**src/hdl/go_back_n_window_sender_defines.svh**
```systemverilog
// Assertion macros shared by the go-back-n sender RTL.
`ifndef GO_BACK_N_WINDOW_SENDER_DEFINES_SVH
`define GO_BACK_N_WINDOW_SENDER_DEFINES_SVH

// Same-cycle implication, sampled on clk and disabled while rst_n is low.
`define GBN_ASSERT_NOW(label, ante, cons, msg) \
  label: assert property (@(posedge clk) disable iff (!rst_n) (ante) |-> (cons)) \
    else $error(msg);

// Next-cycle implication, sampled on clk and disabled while rst_n is low.
`define GBN_ASSERT_NEXT(label, ante, cons, msg) \
  label: assert property (@(posedge clk) disable iff (!rst_n) (ante) |=> (cons)) \
    else $error(msg);

`endif

```
**src/hdl/gbn_pkg.sv**
```systemverilog
// Shared types and constants of the go-back-n sender.
package gbn_pkg;

  // Sizing defaults and protocol limits.
  localparam int WINDOW_MAX_DEF = 64;
  localparam int MAX_PAYLOAD    = 1456;
  localparam int CFG_IDX_W      = 1;
  localparam int CFG_DATA_W     = 16;

  // Input item opcodes.
  localparam logic [1:0] OP_TICK  = 2'd0;
  localparam logic [1:0] OP_ACK   = 2'd1;
  localparam logic [1:0] OP_CHUNK = 2'd2;
  localparam logic [1:0] OP_BEGIN = 2'd3;

  // Packet type that marks a received ACK.
  localparam logic [1:0] ACK_TYPE_ACK = 2'd3;

  // Outgoing packet types.
  localparam logic [1:0] PKT_START = 2'd0;
  localparam logic [1:0] PKT_END   = 2'd1;
  localparam logic [1:0] PKT_DATA  = 2'd2;

  // Configuration register indexes.
  localparam logic [CFG_IDX_W-1:0] CFG_WINDOW_SIZE = 1'd0;
  localparam logic [CFG_IDX_W-1:0] CFG_TIMEOUT     = 1'd1;

  // Operations of the shared sequence-number unit.
  typedef enum logic {
    ALU_SUB,
    ALU_INC
  } alu_op_t;

  // Result of the shared unit: difference or increment, borrow and zero flags.
  typedef struct packed {
    logic [31:0] sum;
    logic        borrow;
    logic        zero;
  } alu_res_t;

  // One outgoing result item.
  typedef struct packed {
    logic [1:0]  pkt_type;
    logic [31:0] seq_number;
    logic [10:0] payload_length;
    logic [5:0]  slot_index;
    logic        is_resend;
    logic        status;
    logic        last;
  } result_t;

endpackage

```
**src/hdl/gbn_alu.sv**
```systemverilog
// Shared 32-bit subtract and increment unit used by the sender sequencer.
module gbn_alu (
  input  gbn_pkg::alu_op_t  op,
  input  logic [31:0]       a,
  input  logic [31:0]       b,
  output gbn_pkg::alu_res_t res
);
  import gbn_pkg::*;

  logic [32:0] wide;

  // One 33-bit adder serves both the compare and the increment.
  always_comb begin
    unique case (op)
      ALU_SUB: wide = {1'b0, a} - {1'b0, b};
      ALU_INC: wide = {1'b0, a} + 33'd1;
      default: wide = '0;
    endcase
    res.sum    = wide[31:0];
    res.borrow = (op == ALU_SUB) ? wide[32] : 1'b0;
    res.zero   = (wide[31:0] == 32'd0);
  end

endmodule

```
**src/hdl/gbn_slot_mem.sv**
```systemverilog
// Payload length store, one entry per window slot, with a registered read.
module gbn_slot_mem #(
  parameter int DEPTH = gbn_pkg::WINDOW_MAX_DEF,
  parameter int AW    = 6
) (
  input  logic          clk,
  input  logic          wr_en,
  input  logic [AW-1:0] wr_addr,
  input  logic [10:0]   wr_data,
  input  logic [AW-1:0] rd_addr,
  output logic [10:0]   rd_data
);
  import gbn_pkg::*;

  logic [10:0] mem_r [DEPTH];
  logic [10:0] rd_data_r;

  // One write port and one read port, read data registered.
  always_ff @(posedge clk) begin
    if (wr_en) begin
      mem_r[wr_addr] <= wr_data;
    end
    rd_data_r <= mem_r[rd_addr];
  end

  assign rd_data = rd_data_r;

endmodule

```
**src/hdl/go_back_n_window_sender.sv**
```systemverilog
// Top level of the go-back-n window sender: sequencer, window state and output register.
//
//   channel | direction | handshake          | payload
//   in_     | input     | in_valid / in_stall   | opcode, ack_type, ack_seq, chunk_length
//   out_    | output    | out_valid / out_stall | pkt_type, seq_number, payload_length,
//           |           |                       | slot_index, is_resend, status, last
//   cfg_    | input     | cfg_valid / cfg_ready | cfg_index, cfg_data
//
// An item keeps in_stall high from its transfer until the block is back in idle.
// A data-phase timeout resends each outstanding packet in read, compare and emit steps.
// The steps come from the single shared 32-bit subtract unit, used once a cycle,
// and the one read port of the slot length store.
// Reset is synchronous; the slot store needs no clearing pass.
// A stalled result holds in the output register while the next item is taken.
module go_back_n_window_sender #(
  parameter int WINDOW_MAX = gbn_pkg::WINDOW_MAX_DEF
) (
  input  logic                           clk,
  input  logic                           rst_n,
  input  logic                           in_valid,
  output logic                           in_stall,
  input  logic [1:0]                     in_opcode,
  input  logic [1:0]                     in_ack_type,
  input  logic [31:0]                    in_ack_seq,
  input  logic [10:0]                    in_chunk_length,
  output logic                           out_valid,
  input  logic                           out_stall,
  output logic [1:0]                     out_pkt_type,
  output logic [31:0]                    out_seq_number,
  output logic [10:0]                    out_payload_length,
  output logic [5:0]                     out_slot_index,
  output logic                           out_is_resend,
  output logic                           out_status,
  output logic                           out_last,
  input  logic                           cfg_valid,
  output logic                           cfg_ready,
  input  logic [gbn_pkg::CFG_IDX_W-1:0]  cfg_index,
  input  logic [gbn_pkg::CFG_DATA_W-1:0] cfg_data
);
  import gbn_pkg::*;

  `include "go_back_n_window_sender_defines.svh"

  localparam int SLOT_W  = (WINDOW_MAX > 1) ? $clog2(WINDOW_MAX) : 1;
  localparam int EFF_CAP = (WINDOW_MAX < 64) ? WINDOW_MAX : 64;

  typedef enum logic [3:0] {
    S_IDLE,
    S_DEC,
    S_ACK2,
    S_TICK,
    S_CHUNK2,
    S_CHUNK3,
    S_RS_RD,
    S_RS_CMP,
    S_EMIT
  } state_t;

  typedef enum logic [1:0] {
    PH_IDLE,
    PH_START,
    PH_DATA,
    PH_DONE
  } phase_t;

  // Registers and their next values.
  state_t            state_r, state_nxt;
  phase_t            phase_r, phase_nxt;
  logic [31:0]       base_r, base_nxt;
  logic [31:0]       next_seq_r, next_seq_nxt;
  logic              done_r, done_nxt;
  logic [15:0]       tick_r, tick_nxt;
  logic [SLOT_W-1:0] base_slot_r, base_slot_nxt;
  logic [SLOT_W-1:0] next_slot_r, next_slot_nxt;
  logic [31:0]       cur_seq_r, cur_seq_nxt;
  logic [SLOT_W-1:0] cur_slot_r, cur_slot_nxt;
  logic [31:0]       seq_inc_r, seq_inc_nxt;
  logic [31:0]       diff_r, diff_nxt;
  logic              eq_r, eq_nxt;
  result_t           pend_r, pend_nxt;
  result_t           out_r, out_nxt;
  logic              out_valid_r, out_valid_nxt;
  logic [1:0]        op_r, op_nxt;
  logic [1:0]        atype_r, atype_nxt;
  logic [31:0]       aseq_r, aseq_nxt;
  logic [10:0]       clen_r, clen_nxt;
  logic [6:0]        wsize_r, wsize_nxt;
  logic [15:0]       timeout_r, timeout_nxt;

  // Shared unit, store and helpers.
  alu_op_t           alu_op;
  logic [31:0]       alu_a;
  logic [31:0]       alu_b;
  alu_res_t          alu_res;
  logic              mem_we;
  logic [10:0]       mem_rdata;
  logic [10:0]       len_clamped;
  logic [15:0]       tick_inc;
  logic [15:0]       tick_limit;
  logic [6:0]        eff_win;
  logic [SLOT_W:0]   slot_sum;
  logic [SLOT_W-1:0] slot_adv;
  logic              out_free;
  logic              in_take;

  function automatic logic [SLOT_W-1:0] slot_inc(input logic [SLOT_W-1:0] s);
    logic [SLOT_W-1:0] r;
    if (s == SLOT_W'(WINDOW_MAX - 1)) begin
      r = '0;
    end else begin
      r = s + 1'b1;
    end
    return r;
  endfunction

  gbn_alu u_alu (
    .op  (alu_op),
    .a   (alu_a),
    .b   (alu_b),
    .res (alu_res)
  );

  gbn_slot_mem #(
    .DEPTH (WINDOW_MAX),
    .AW    (SLOT_W)
  ) u_slot_mem (
    .clk     (clk),
    .wr_en   (mem_we),
    .wr_addr (next_slot_r),
    .wr_data (len_clamped),
    .rd_addr (cur_slot_r),
    .rd_data (mem_rdata)
  );

  // Derived values used by several steps.
  always_comb begin
    tick_inc   = tick_r + 16'd1;
    tick_limit = (timeout_r == 16'd0) ? 16'd1 : timeout_r;
    eff_win    = (wsize_r == 7'd0) ? 7'd1 : wsize_r;
    if (eff_win > 7'(EFF_CAP)) begin
      eff_win = 7'(EFF_CAP);
    end
    if (17'(clen_r) > 17'(MAX_PAYLOAD)) begin
      len_clamped = 11'(MAX_PAYLOAD);
    end else begin
      len_clamped = clen_r;
    end
    slot_sum = {1'b0, base_slot_r} + diff_r[SLOT_W:0];
    if (slot_sum >= (SLOT_W + 1)'(WINDOW_MAX)) begin
      slot_sum = slot_sum - (SLOT_W + 1)'(WINDOW_MAX);
    end
    slot_adv = slot_sum[SLOT_W-1:0];
  end

  assign out_free  = !out_valid_r || !out_stall;
  assign in_stall  = (state_r != S_IDLE);
  assign in_take   = in_valid && !in_stall;
  assign cfg_ready = 1'b1;

  // Operand selection for the shared unit in each step.
  always_comb begin
    alu_op = ALU_SUB;
    alu_a  = '0;
    alu_b  = '0;
    unique case (state_r)
      S_DEC: begin
        case (op_r)
          OP_ACK: begin
            alu_a = aseq_r;
            alu_b = (phase_r == PH_START) ? 32'd0 : base_r;
          end
          OP_TICK: begin
            if (phase_r == PH_START) begin
              alu_a = {16'd0, tick_inc};
              alu_b = {16'd0, tick_limit};
            end else begin
              alu_a = base_r;
              alu_b = next_seq_r;
            end
          end
          OP_CHUNK: begin
            alu_a = next_seq_r;
            alu_b = base_r;
          end
          default: ;
        endcase
      end
      S_ACK2: begin
        alu_a = next_seq_r;
        alu_b = aseq_r;
      end
      S_TICK: begin
        alu_a = {16'd0, tick_inc};
        alu_b = {16'd0, tick_limit};
      end
      S_CHUNK2: begin
        alu_a = diff_r;
        alu_b = {25'd0, eff_win};
      end
      S_CHUNK3: begin
        alu_op = ALU_INC;
        alu_a  = next_seq_r;
      end
      S_RS_RD: begin
        alu_op = ALU_INC;
        alu_a  = cur_seq_r;
      end
      S_RS_CMP: begin
        alu_a = seq_inc_r;
        alu_b = next_seq_r;
      end
      default: ;
    endcase
  end

  // Sequencer: decides each step, the next window state and the pending result.
  always_comb begin
    state_nxt     = state_r;
    phase_nxt     = phase_r;
    base_nxt      = base_r;
    next_seq_nxt  = next_seq_r;
    done_nxt      = done_r;
    tick_nxt      = tick_r;
    base_slot_nxt = base_slot_r;
    next_slot_nxt = next_slot_r;
    cur_seq_nxt   = cur_seq_r;
    cur_slot_nxt  = cur_slot_r;
    seq_inc_nxt   = seq_inc_r;
    diff_nxt      = diff_r;
    eq_nxt        = eq_r;
    pend_nxt      = pend_r;
    out_nxt       = out_r;
    out_valid_nxt = out_valid_r && out_stall;
    op_nxt        = op_r;
    atype_nxt     = atype_r;
    aseq_nxt      = aseq_r;
    clen_nxt      = clen_r;
    wsize_nxt     = wsize_r;
    timeout_nxt   = timeout_r;
    mem_we        = 1'b0;

    // Configuration writes.
    if (cfg_valid) begin
      unique case (cfg_index)
        CFG_WINDOW_SIZE: wsize_nxt = cfg_data[6:0];
        CFG_TIMEOUT:     timeout_nxt = cfg_data;
        default: ;
      endcase
    end

    unique case (state_r)
      S_IDLE: begin
        if (in_take) begin
          op_nxt    = in_opcode;
          atype_nxt = in_ack_type;
          aseq_nxt  = in_ack_seq;
          clen_nxt  = in_chunk_length;
          state_nxt = S_DEC;
        end
      end

      S_DEC: begin
        state_nxt = S_IDLE;
        case (op_r)
          OP_BEGIN: begin
            phase_nxt     = PH_START;
            base_nxt      = '0;
            next_seq_nxt  = '0;
            done_nxt      = 1'b0;
            tick_nxt      = '0;
            base_slot_nxt = '0;
            next_slot_nxt = '0;
            pend_nxt      = '{PKT_START, 32'd0, 11'd0, 6'd0, 1'b0, 1'b0, 1'b1};
            state_nxt     = S_EMIT;
          end
          OP_TICK: begin
            if (phase_r == PH_START) begin
              if (!alu_res.borrow) begin
                tick_nxt  = '0;
                pend_nxt  = '{PKT_START, 32'd0, 11'd0, 6'd0, 1'b1, 1'b0, 1'b1};
                state_nxt = S_EMIT;
              end else begin
                tick_nxt = tick_inc;
              end
            end else if (phase_r == PH_DATA && !alu_res.zero) begin
              state_nxt = S_TICK;
            end
          end
          OP_ACK: begin
            if (atype_r == ACK_TYPE_ACK) begin
              if (phase_r == PH_START) begin
                if (alu_res.zero) begin
                  phase_nxt = PH_DATA;
                  tick_nxt  = '0;
                end
              end else if (phase_r == PH_DATA && !alu_res.borrow) begin
                diff_nxt  = alu_res.sum;
                state_nxt = S_ACK2;
              end
            end
          end
          default: begin
            // Offered chunk.
            if (phase_r != PH_DATA || done_r) begin
              pend_nxt  = '{PKT_DATA, 32'd0, 11'd0, 6'd0, 1'b0, 1'b1, 1'b1};
              state_nxt = S_EMIT;
            end else if (clen_r == 11'd0) begin
              done_nxt = 1'b1;
              if (alu_res.zero) begin
                phase_nxt = PH_DONE;
                pend_nxt  = '{PKT_END, 32'd0, 11'd0, 6'd0, 1'b0, 1'b0, 1'b1};
                state_nxt = S_EMIT;
              end
            end else begin
              diff_nxt  = alu_res.sum;
              eq_nxt    = alu_res.zero;
              state_nxt = S_CHUNK2;
            end
          end
        endcase
      end

      // Upper bound of a data-phase ACK, then move the base.
      S_ACK2: begin
        state_nxt = S_IDLE;
        if (!alu_res.borrow) begin
          base_nxt      = aseq_r;
          base_slot_nxt = slot_adv;
          tick_nxt      = '0;
          if (done_r && alu_res.zero) begin
            phase_nxt = PH_DONE;
            pend_nxt  = '{PKT_END, 32'd0, 11'd0, 6'd0, 1'b0, 1'b0, 1'b1};
            state_nxt = S_EMIT;
          end
        end
      end

      // Window room and saturation check for a chunk.
      S_CHUNK2: begin
        if (alu_res.borrow && !(&next_seq_r)) begin
          state_nxt = S_CHUNK3;
        end else begin
          pend_nxt  = '{PKT_DATA, 32'd0, 11'd0, 6'd0, 1'b0, 1'b1, 1'b1};
          state_nxt = S_EMIT;
        end
      end

      // Number the chunk, store its length and advance next_seq.
      S_CHUNK3: begin
        mem_we        = 1'b1;
        pend_nxt      = '{PKT_DATA, next_seq_r, len_clamped, 6'(next_slot_r),
                          1'b0, 1'b0, 1'b1};
        if (eq_r) begin
          tick_nxt = '0;
        end
        next_seq_nxt  = alu_res.sum;
        next_slot_nxt = slot_inc(next_slot_r);
        state_nxt     = S_EMIT;
      end

      // Data-phase timer with data outstanding.
      S_TICK: begin
        if (!alu_res.borrow) begin
          tick_nxt     = '0;
          cur_seq_nxt  = base_r;
          cur_slot_nxt = base_slot_r;
          state_nxt    = S_RS_RD;
        end else begin
          tick_nxt  = tick_inc;
          state_nxt = S_IDLE;
        end
      end

      // Resend loop: read the slot length and step the sequence number.
      S_RS_RD: begin
        seq_inc_nxt = alu_res.sum;
        state_nxt   = S_RS_CMP;
      end

      S_RS_CMP: begin
        pend_nxt     = '{PKT_DATA, cur_seq_r, mem_rdata, 6'(cur_slot_r),
                         1'b1, 1'b0, alu_res.zero};
        cur_seq_nxt  = seq_inc_r;
        cur_slot_nxt = slot_inc(cur_slot_r);
        state_nxt    = S_EMIT;
      end

      // Hand the pending result to the output register when it is free.
      S_EMIT: begin
        if (out_free) begin
          out_nxt       = pend_r;
          out_valid_nxt = 1'b1;
          state_nxt     = pend_r.last ? S_IDLE : S_RS_RD;
        end
      end

      default: state_nxt = S_IDLE;
    endcase
  end

  // State, window registers and the output register.
  always_ff @(posedge clk) begin
    cur_seq_r <= cur_seq_nxt;
    seq_inc_r <= seq_inc_nxt;
    diff_r    <= diff_nxt;
    eq_r      <= eq_nxt;
    pend_r    <= pend_nxt;
    out_r     <= out_nxt;
    op_r      <= op_nxt;
    atype_r   <= atype_nxt;
    aseq_r    <= aseq_nxt;
    clen_r    <= clen_nxt;
    if (!rst_n) begin
      state_r     <= S_IDLE;
      phase_r     <= PH_IDLE;
      base_r      <= '0;
      next_seq_r  <= '0;
      done_r      <= 1'b0;
      tick_r      <= '0;
      base_slot_r <= '0;
      next_slot_r <= '0;
      cur_slot_r  <= '0;
      out_valid_r <= 1'b0;
      wsize_r     <= 7'd4;
      timeout_r   <= 16'd500;
    end else begin
      state_r     <= state_nxt;
      phase_r     <= phase_nxt;
      base_r      <= base_nxt;
      next_seq_r  <= next_seq_nxt;
      done_r      <= done_nxt;
      tick_r      <= tick_nxt;
      base_slot_r <= base_slot_nxt;
      next_slot_r <= next_slot_nxt;
      cur_slot_r  <= cur_slot_nxt;
      out_valid_r <= out_valid_nxt;
      wsize_r     <= wsize_nxt;
      timeout_r   <= timeout_nxt;
    end
  end

  assign out_valid          = out_valid_r;
  assign out_pkt_type       = out_r.pkt_type;
  assign out_seq_number     = out_r.seq_number;
  assign out_payload_length = out_r.payload_length;
  assign out_slot_index     = out_r.slot_index;
  assign out_is_resend      = out_r.is_resend;
  assign out_status         = out_r.status;
  assign out_last           = out_r.last;

  // Window never holds more outstanding packets than the largest allowed window.
  `GBN_ASSERT_NOW(a_window_bound, 1'b1, (next_seq_r - base_r) <= 32'(EFF_CAP), "window overrun")

  // Before any session the sequence counters stay at zero.
  `GBN_ASSERT_NOW(a_idle_counters, phase_r == PH_IDLE, base_r == '0 && next_seq_r == '0, "counters moved outside a session")

  // A sent data packet never carries more than the payload limit.
  `GBN_ASSERT_NOW(a_len_limit, out_valid_r && out_r.pkt_type == PKT_DATA && !out_r.status, 17'(out_r.payload_length) <= 17'(MAX_PAYLOAD), "payload length above limit")

  // A taken item keeps the block busy in the following cycle.
  `GBN_ASSERT_NEXT(a_busy_after_take, in_take, in_stall, "block ready right after a transfer")

endmodule

```
**config.mk**
```make
export PLATFORM = sky130hd
export DESIGN_NAME = go_back_n_window_sender
export DESIGN_NICKNAME = d
export VERILOG_FILES = /design/src/hdl/gbn_pkg.sv /design/src/hdl/gbn_alu.sv /design/src/hdl/gbn_slot_mem.sv /design/src/hdl/go_back_n_window_sender.sv
export VERILOG_INCLUDE_DIRS = /design/src /design/src/hdl
export SDC_FILE = /design/constraint.sdc
export NUM_CORES = 2
export LEC_CHECK = 0
export ABC_AREA = 1
export BUFFER_PORTS_ARGS = -buffer_cell sky130_fd_sc_hd__buf_2
export CAP_MARGIN = 30
export CORE_MARGIN = 3
export CORE_UTILIZATION = 56
export DETAILED_ROUTE_END_ITERATION = 8
export PLACE_DENSITY_LB_ADDON = 0.05
export SLEW_MARGIN = 40
export SYNTH_ARGS = -nofsm -noshare
export SYNTH_HDL_FRONTEND = slang
export SYNTH_SLANG_ARGS = --single-unit
```
**constraint.sdc**
```tcl
create_clock -name clk -period 10.1 [get_ports clk]
set_clock_uncertainty 0.05 [all_clocks]
set_input_delay 0.505 -clock clk [delete_from_list [all_inputs] [get_ports clk]]
set_output_delay 0.505 -clock clk [all_outputs]
set_load 0.02 [all_outputs]
```
* Word level (Yosys, flattened, before mapping)
Memories as Yosys holds them, arrays and structs flattened. A register that Yosys moved wholly into a read port is not among the register bits. Index checks and enable logic that the tools add are counted. Widths: inputs -> output; s select.
Storage, ports and cells: memory bits (writable) 704, ROM bits 0, bits in latches 0, register bits 381, output and inout bits 57, input port bits 69, memories 1, word-level logic and storage cells 234
Cells by class: equality and inequality tests 44, add/sub/neg operators 7, reduce and logical (&&, ||, !) cells 48, multiply operators 0, magnitude comparators 3, bitwise logic cells 7, div/mod/pow operators 0, multiplexer cells 90, shifts and indexed selects 0
Memories:
- u_slot_mem.mem_r | words 64, bits a word 11, read ports 1, clocked after memory_dff 1, write ports 1, line gbn_slot_mem.sv:15 | logic [10:0] mem_r [DEPTH];
Operators by type and width (number):
- $mux 54 | 8
- $mux 32 | 11
- $pmux 54 s5 | 1
- $pmux 32 s2 | 4
- $pmux 32 s3 | 2
- $pmux 32 s6 | 1
- $pmux 54 s3 | 1
- $pmux 32 s5 | 1
- $mux 16 | 8
- $pmux 33 s2 | 1
- $pmux 16 s4 | 1
- $pmux 16 s3 | 1
- $mux 4 | 10
- $mux 6 | 6
- $pmux 6 s2 | 3
- $add 32x1->33 const B | 1
- $sub 32x32->33 | 1
- $logic_not 32->1 | 1
- $pmux 4 s8 | 1
- $reduce_and 32->1 | 1
- $ne 2x2->1 const B | 14
- $mux 2 | 12
- $ne 3x3->1 const B | 6
- $add 16x1->16 const B | 1
- other kinds (45) | 102

* Depth between registers and ports, before layout
word-level depth 15, gate-level depth with buffers 42, mapped depth without buffers 40

* By module
A second synthesis with hierarchy kept.
Second synthesis, totals: cells, all modules 5125, area, all modules 49776.5 um^2
By module, submodules not included:
- gbn_slot_mem | area an instance 28882.7 um^2, sequential area each 21360.5 um^2, cells each 2463, times used 1
- go_back_n_window_sender | area an instance 17352.9 um^2, sequential area each 10149.7 um^2, cells each 1926, times used 1
- gbn_alu | area an instance 3540.9 um^2, sequential area each 0.0 um^2, cells each 736, times used 1

* Worst setup path before layout
OpenSTA, ideal clock, no wires.
path type reg2reg, from reg op_r[0], to reg pend_r[0] in the netlist's numbering (enable), library setup time 484 ps, slack 2248 ps, path buffers 0, data required time 9566 ps, period minus slack after synthesis 7852 ps, stages on the path, launching flop included 34, arrival time 7318 ps, cell sequence edfxtp_1 -> inv_1 -> ha_1 -> inv_1 -> nor2_1 -> inv_1 -> o21ai_0 -> o21ai_0 -> inv_1 -> nor2_1 -> ha_1 -> nand3_1 -> nor2_1 -> nand3_2 -> nor2_4 -> nand3_1 -> nor3_1 -> a31oi_1 -> nor3b_1 -> ha_1 -> a21oi_1 -> a21boi_0 -> nand2_1 -> a21oi_1 -> nand2_1 -> nand2_1 -> nand2_1 -> nor2_1 -> nand2_1 -> nor2_1 -> nand3_1 -> inv_1 -> o22ai_1 -> a21oi_1
RTL lines:
- start, declared | line go_back_n_window_sender.sv:83 | logic [1:0] op_r, op_nxt;
- start signal, assigned | line go_back_n_window_sender.sv:409 | op_r <= op_nxt;
- end signal, assigned | line go_back_n_window_sender.sv:407 | pend_r <= pend_nxt;
- end, declared | line go_back_n_window_sender.sv:80 | result_t pend_r, pend_nxt;

==> flow_metrics.tcl <==
set metrics [dict create \
    core_area_um2 87000 \
    drv_slew 0 \
    period_needed_ns 8.19 \
    grt_overflow 0 \
    max_stage_delay_ns 0.54 \
    vias_per_cell 6.18 \
    drv_cap 0 \
    layout-drive-gt1-share_pct 11.2 \
    synthDistinctLibCells 62 \
    power.density_nw_per_um2 181 \
    top_level_ports 126 \
    final-setup-viol-count 0 \
    slew_headroom_pct 36.0 \
    seq_area_um2 31500 \
    final_antenna_net_count 0 \
    startpoint_type "flop" \
    final_cell_area_um2 55500 \
    route.detailed.drc 0 \
    grt_pass1_wl_um 222000 \
    fin_crit_sh_pct 81.1 \
    grt_max_degree 198 \
    grt_antenna_before_repair 2 \
    io_buffer_count 124 \
    synth_area_um2 49200 \
    finalSetupTns_ns 0 \
    clock.fmax_mhz 122 \
    die_area_um2 91500 \
    cp_max_fo 34 \
    place.gp.congestion 1.00 \
    use_met3_pct 7.66 \
    cp-end-kind "flop" \
    cts-buffers-inserted 112 \
    dieWidth_um 303 \
    grt_pass1_vias 34301 \
    synth.cells.most_frequent "edfxtp_1, nand2_1, nor2_1, o21ai_0, inv_1" \
    finalPower_mw 10.1 \
    drt_pass1_iterations 6 \
    slowest_stage "nor2_1" \
    clock-sinks 1096 \
    grt_usage_pct 32.5 \
    clk_pin_slew_worst_paths_ns 0.06 \
    n_fill_cell 6994 \
    drtIter0Drc 5039 \
    dr_total_vias 37638 \
    multi_input_area_um2 15400 \
    path_buf_inv 7 \
    drt_wl_total_um 151000 \
    critPathArrivalTime_ns 8.54 \
    status "finished clean" \
    root_buffer "clkbuf_16" \
    yosys_warnings 0 \
    hp-class "input port to flop" \
    async_flop_share_pct 0 \
    cts_tree "built" \
    synth_most_common_cell "edfxtp_1" \
    worstSkewPairLatency_ns 0.72 \
    whs_ns 0.0306 \
    nNetsFinal 4957 \
    synth_edf_count 956 \
    worstPathRequired_ns 10.45 \
    avgSynthCellArea_um2 10.4 \
    hpwlAfterDp_um 93500 \
    finalHoldViolations 0 \
    ys_ff_latch 1096 \
    htreeDepth 3 \
    netlist_instances 4723 \
    synth_flop_cell "edfxtp_1" \
    rsz0062_at_grt "no" \
    met2_usage_pct 46.9 \
    top_usage_layer "met1" \
    ir_worst_vdd_uv 176 \
    power_leakage_nw 20.1 \
    placedCellCount 5822 \
    place_area_um2 51200 \
    diodes 0 \
    area_delta_synth_final_pct 12.8 \
    cts_resized 0 \
    yosys-top-cells-area "edfxtp_1, dfxtp_1, nand2_1" \
    yosysTopAreaCellShare_pct 58.3 \
    clockBufferDepth 3 \
    final_cell_count_no_fill 6086 \
    yosysTopAreaCell "edfxtp_1" \
    use_met1_pct 49.9 \
    routedWlPerCell_um 24.8 \
    worst_pin_slew_ns 0.952 \
    initial_core_util_pct 56.6 \
    die_y_um 303 \
    num_rows 108 \
    ys_seq_area_share_pct 64.0 \
    critPathKind "flop to flop" \
    cp_top_family "simple AND/OR/NAND/NOR gates" \
    synth_fp_nets 4842 \
]
## worst reg2reg max path: cells and delay by family, from the launching register on
family	cells	cell delay, ns
and+or+nand+nor	17	3.40
buffers and inverters	7	1.51
AOI/OAI and AO/OA	8	1.70
adders and majority gates	3	0.75
DFF	1	0.45
## placed cells by master (no fill, tap or decap), types with 16 or more instances in the layout
master         synthesis  layout
nor3_1                23      23
nor2_2                 5      50
nand4_1               38      38
clkinv_1               5      21
clkbuf_1             206      26
nand2_1              723     716
a221oi_1              16      16
edfxtp_1             956     956
o2111ai_1             19      19
nor2_1               683     625
nand3_1              228     226
a21oi_2               34      34
nor2_4                 5      18
xor2_1                32      32
buf_4                 10      70
o211ai_1              45      45
nand2_2               29      35
o22ai_1              123     123
dlygate4sd3_1          0      54
o221ai_1             132     132
inv_1                381     377
o21ai_0              507     507
dfxtp_1              140     136
ha_1                  48      47
a22oi_1               18      18
buf_2                 15     124
clkbuf_16              0     112
a21oi_1              158     156
## flip-flops by register name (all words and copies together), names as in the netlist, 16 cells and up
name	flops
seq_inc_r	32
base_r	32
pend_r	54
diff_r	32
out_seq_number	32
u_slot_mem.mem_r	704
tick_r	16
next_seq_r	32
timeout_r	16
aseq_r	32
cur_seq_r	32
## where the power goes
part	total [mW]	internal, mW	switching, mW
sequential	5.12	5.07	0.0457
combinational	0.741	0.173	0.568
clock	4.20	2.40	1.80
## cell families after synthesis
| family | synth area share [%] |
|---|---|
| other cells | 0.00762 |
| xor+xnor | 0.658 |
| simple gates | 15.0 |
| buf+inv | 5.24 |
| fa+ha+maj | 1.30 |
| compound gates | 13.9 |
| flops | 64.0 |
## final timing paths
kind / from / endpoint / slack, ns / cells past startpoint
setup / recovery: op_r[0] / pend_r[11] / 1.91 / 35
hold / removal: cfg_data[3] / timeout_r[3] / 0.03 / 3
setup reg to reg: op_r[0] / pend_r[11] / 1.91 / 35
hold reg to reg: pend_r[52] / out_pkt_type[0] / 0.37 / 0
## timing repair
item | 4_1_cts | 5_1_grt
buffers inserted | 0 | 0
hold buffers | 54 | 0
hold endpoints to repair | 57 | 0
## layout make-up
| type | count | area share, % |
|---|---|---|
| Tap cell | 1155 | 2.60 |
| Inverter | 396 | 2.72 |
| Multi-Input combinational cell | 2973 | 27.8 |
| Clock inverter | 61 | 1.31 |
| Clock buffer | 146 | 5.42 |
| Sequential cell | 1096 | 56.8 |
| Timing Repair Buffer | 259 | 3.39 |
## layer usage
layer	vias to the layer above	share of wire (%)	wire length (um)
li1	17036	-	-
met1	18288	43	65200
met2	2068	43	64200
met3	246	12	17800
met4	0	2.3	3420
met5	-	0	0
## through the flow
stage / worst slack, ns / util, %
after floorplan: 2.25 / -
after global placement: 2.06 / 58.6
after detailed placement: 2.21 / 58.8
after CTS: 2.15 / 63.7
after global routing: 1.38 / 63.8
final: 1.91 / 63.8
Note: power is estimated with default switching activity, not from simulation.
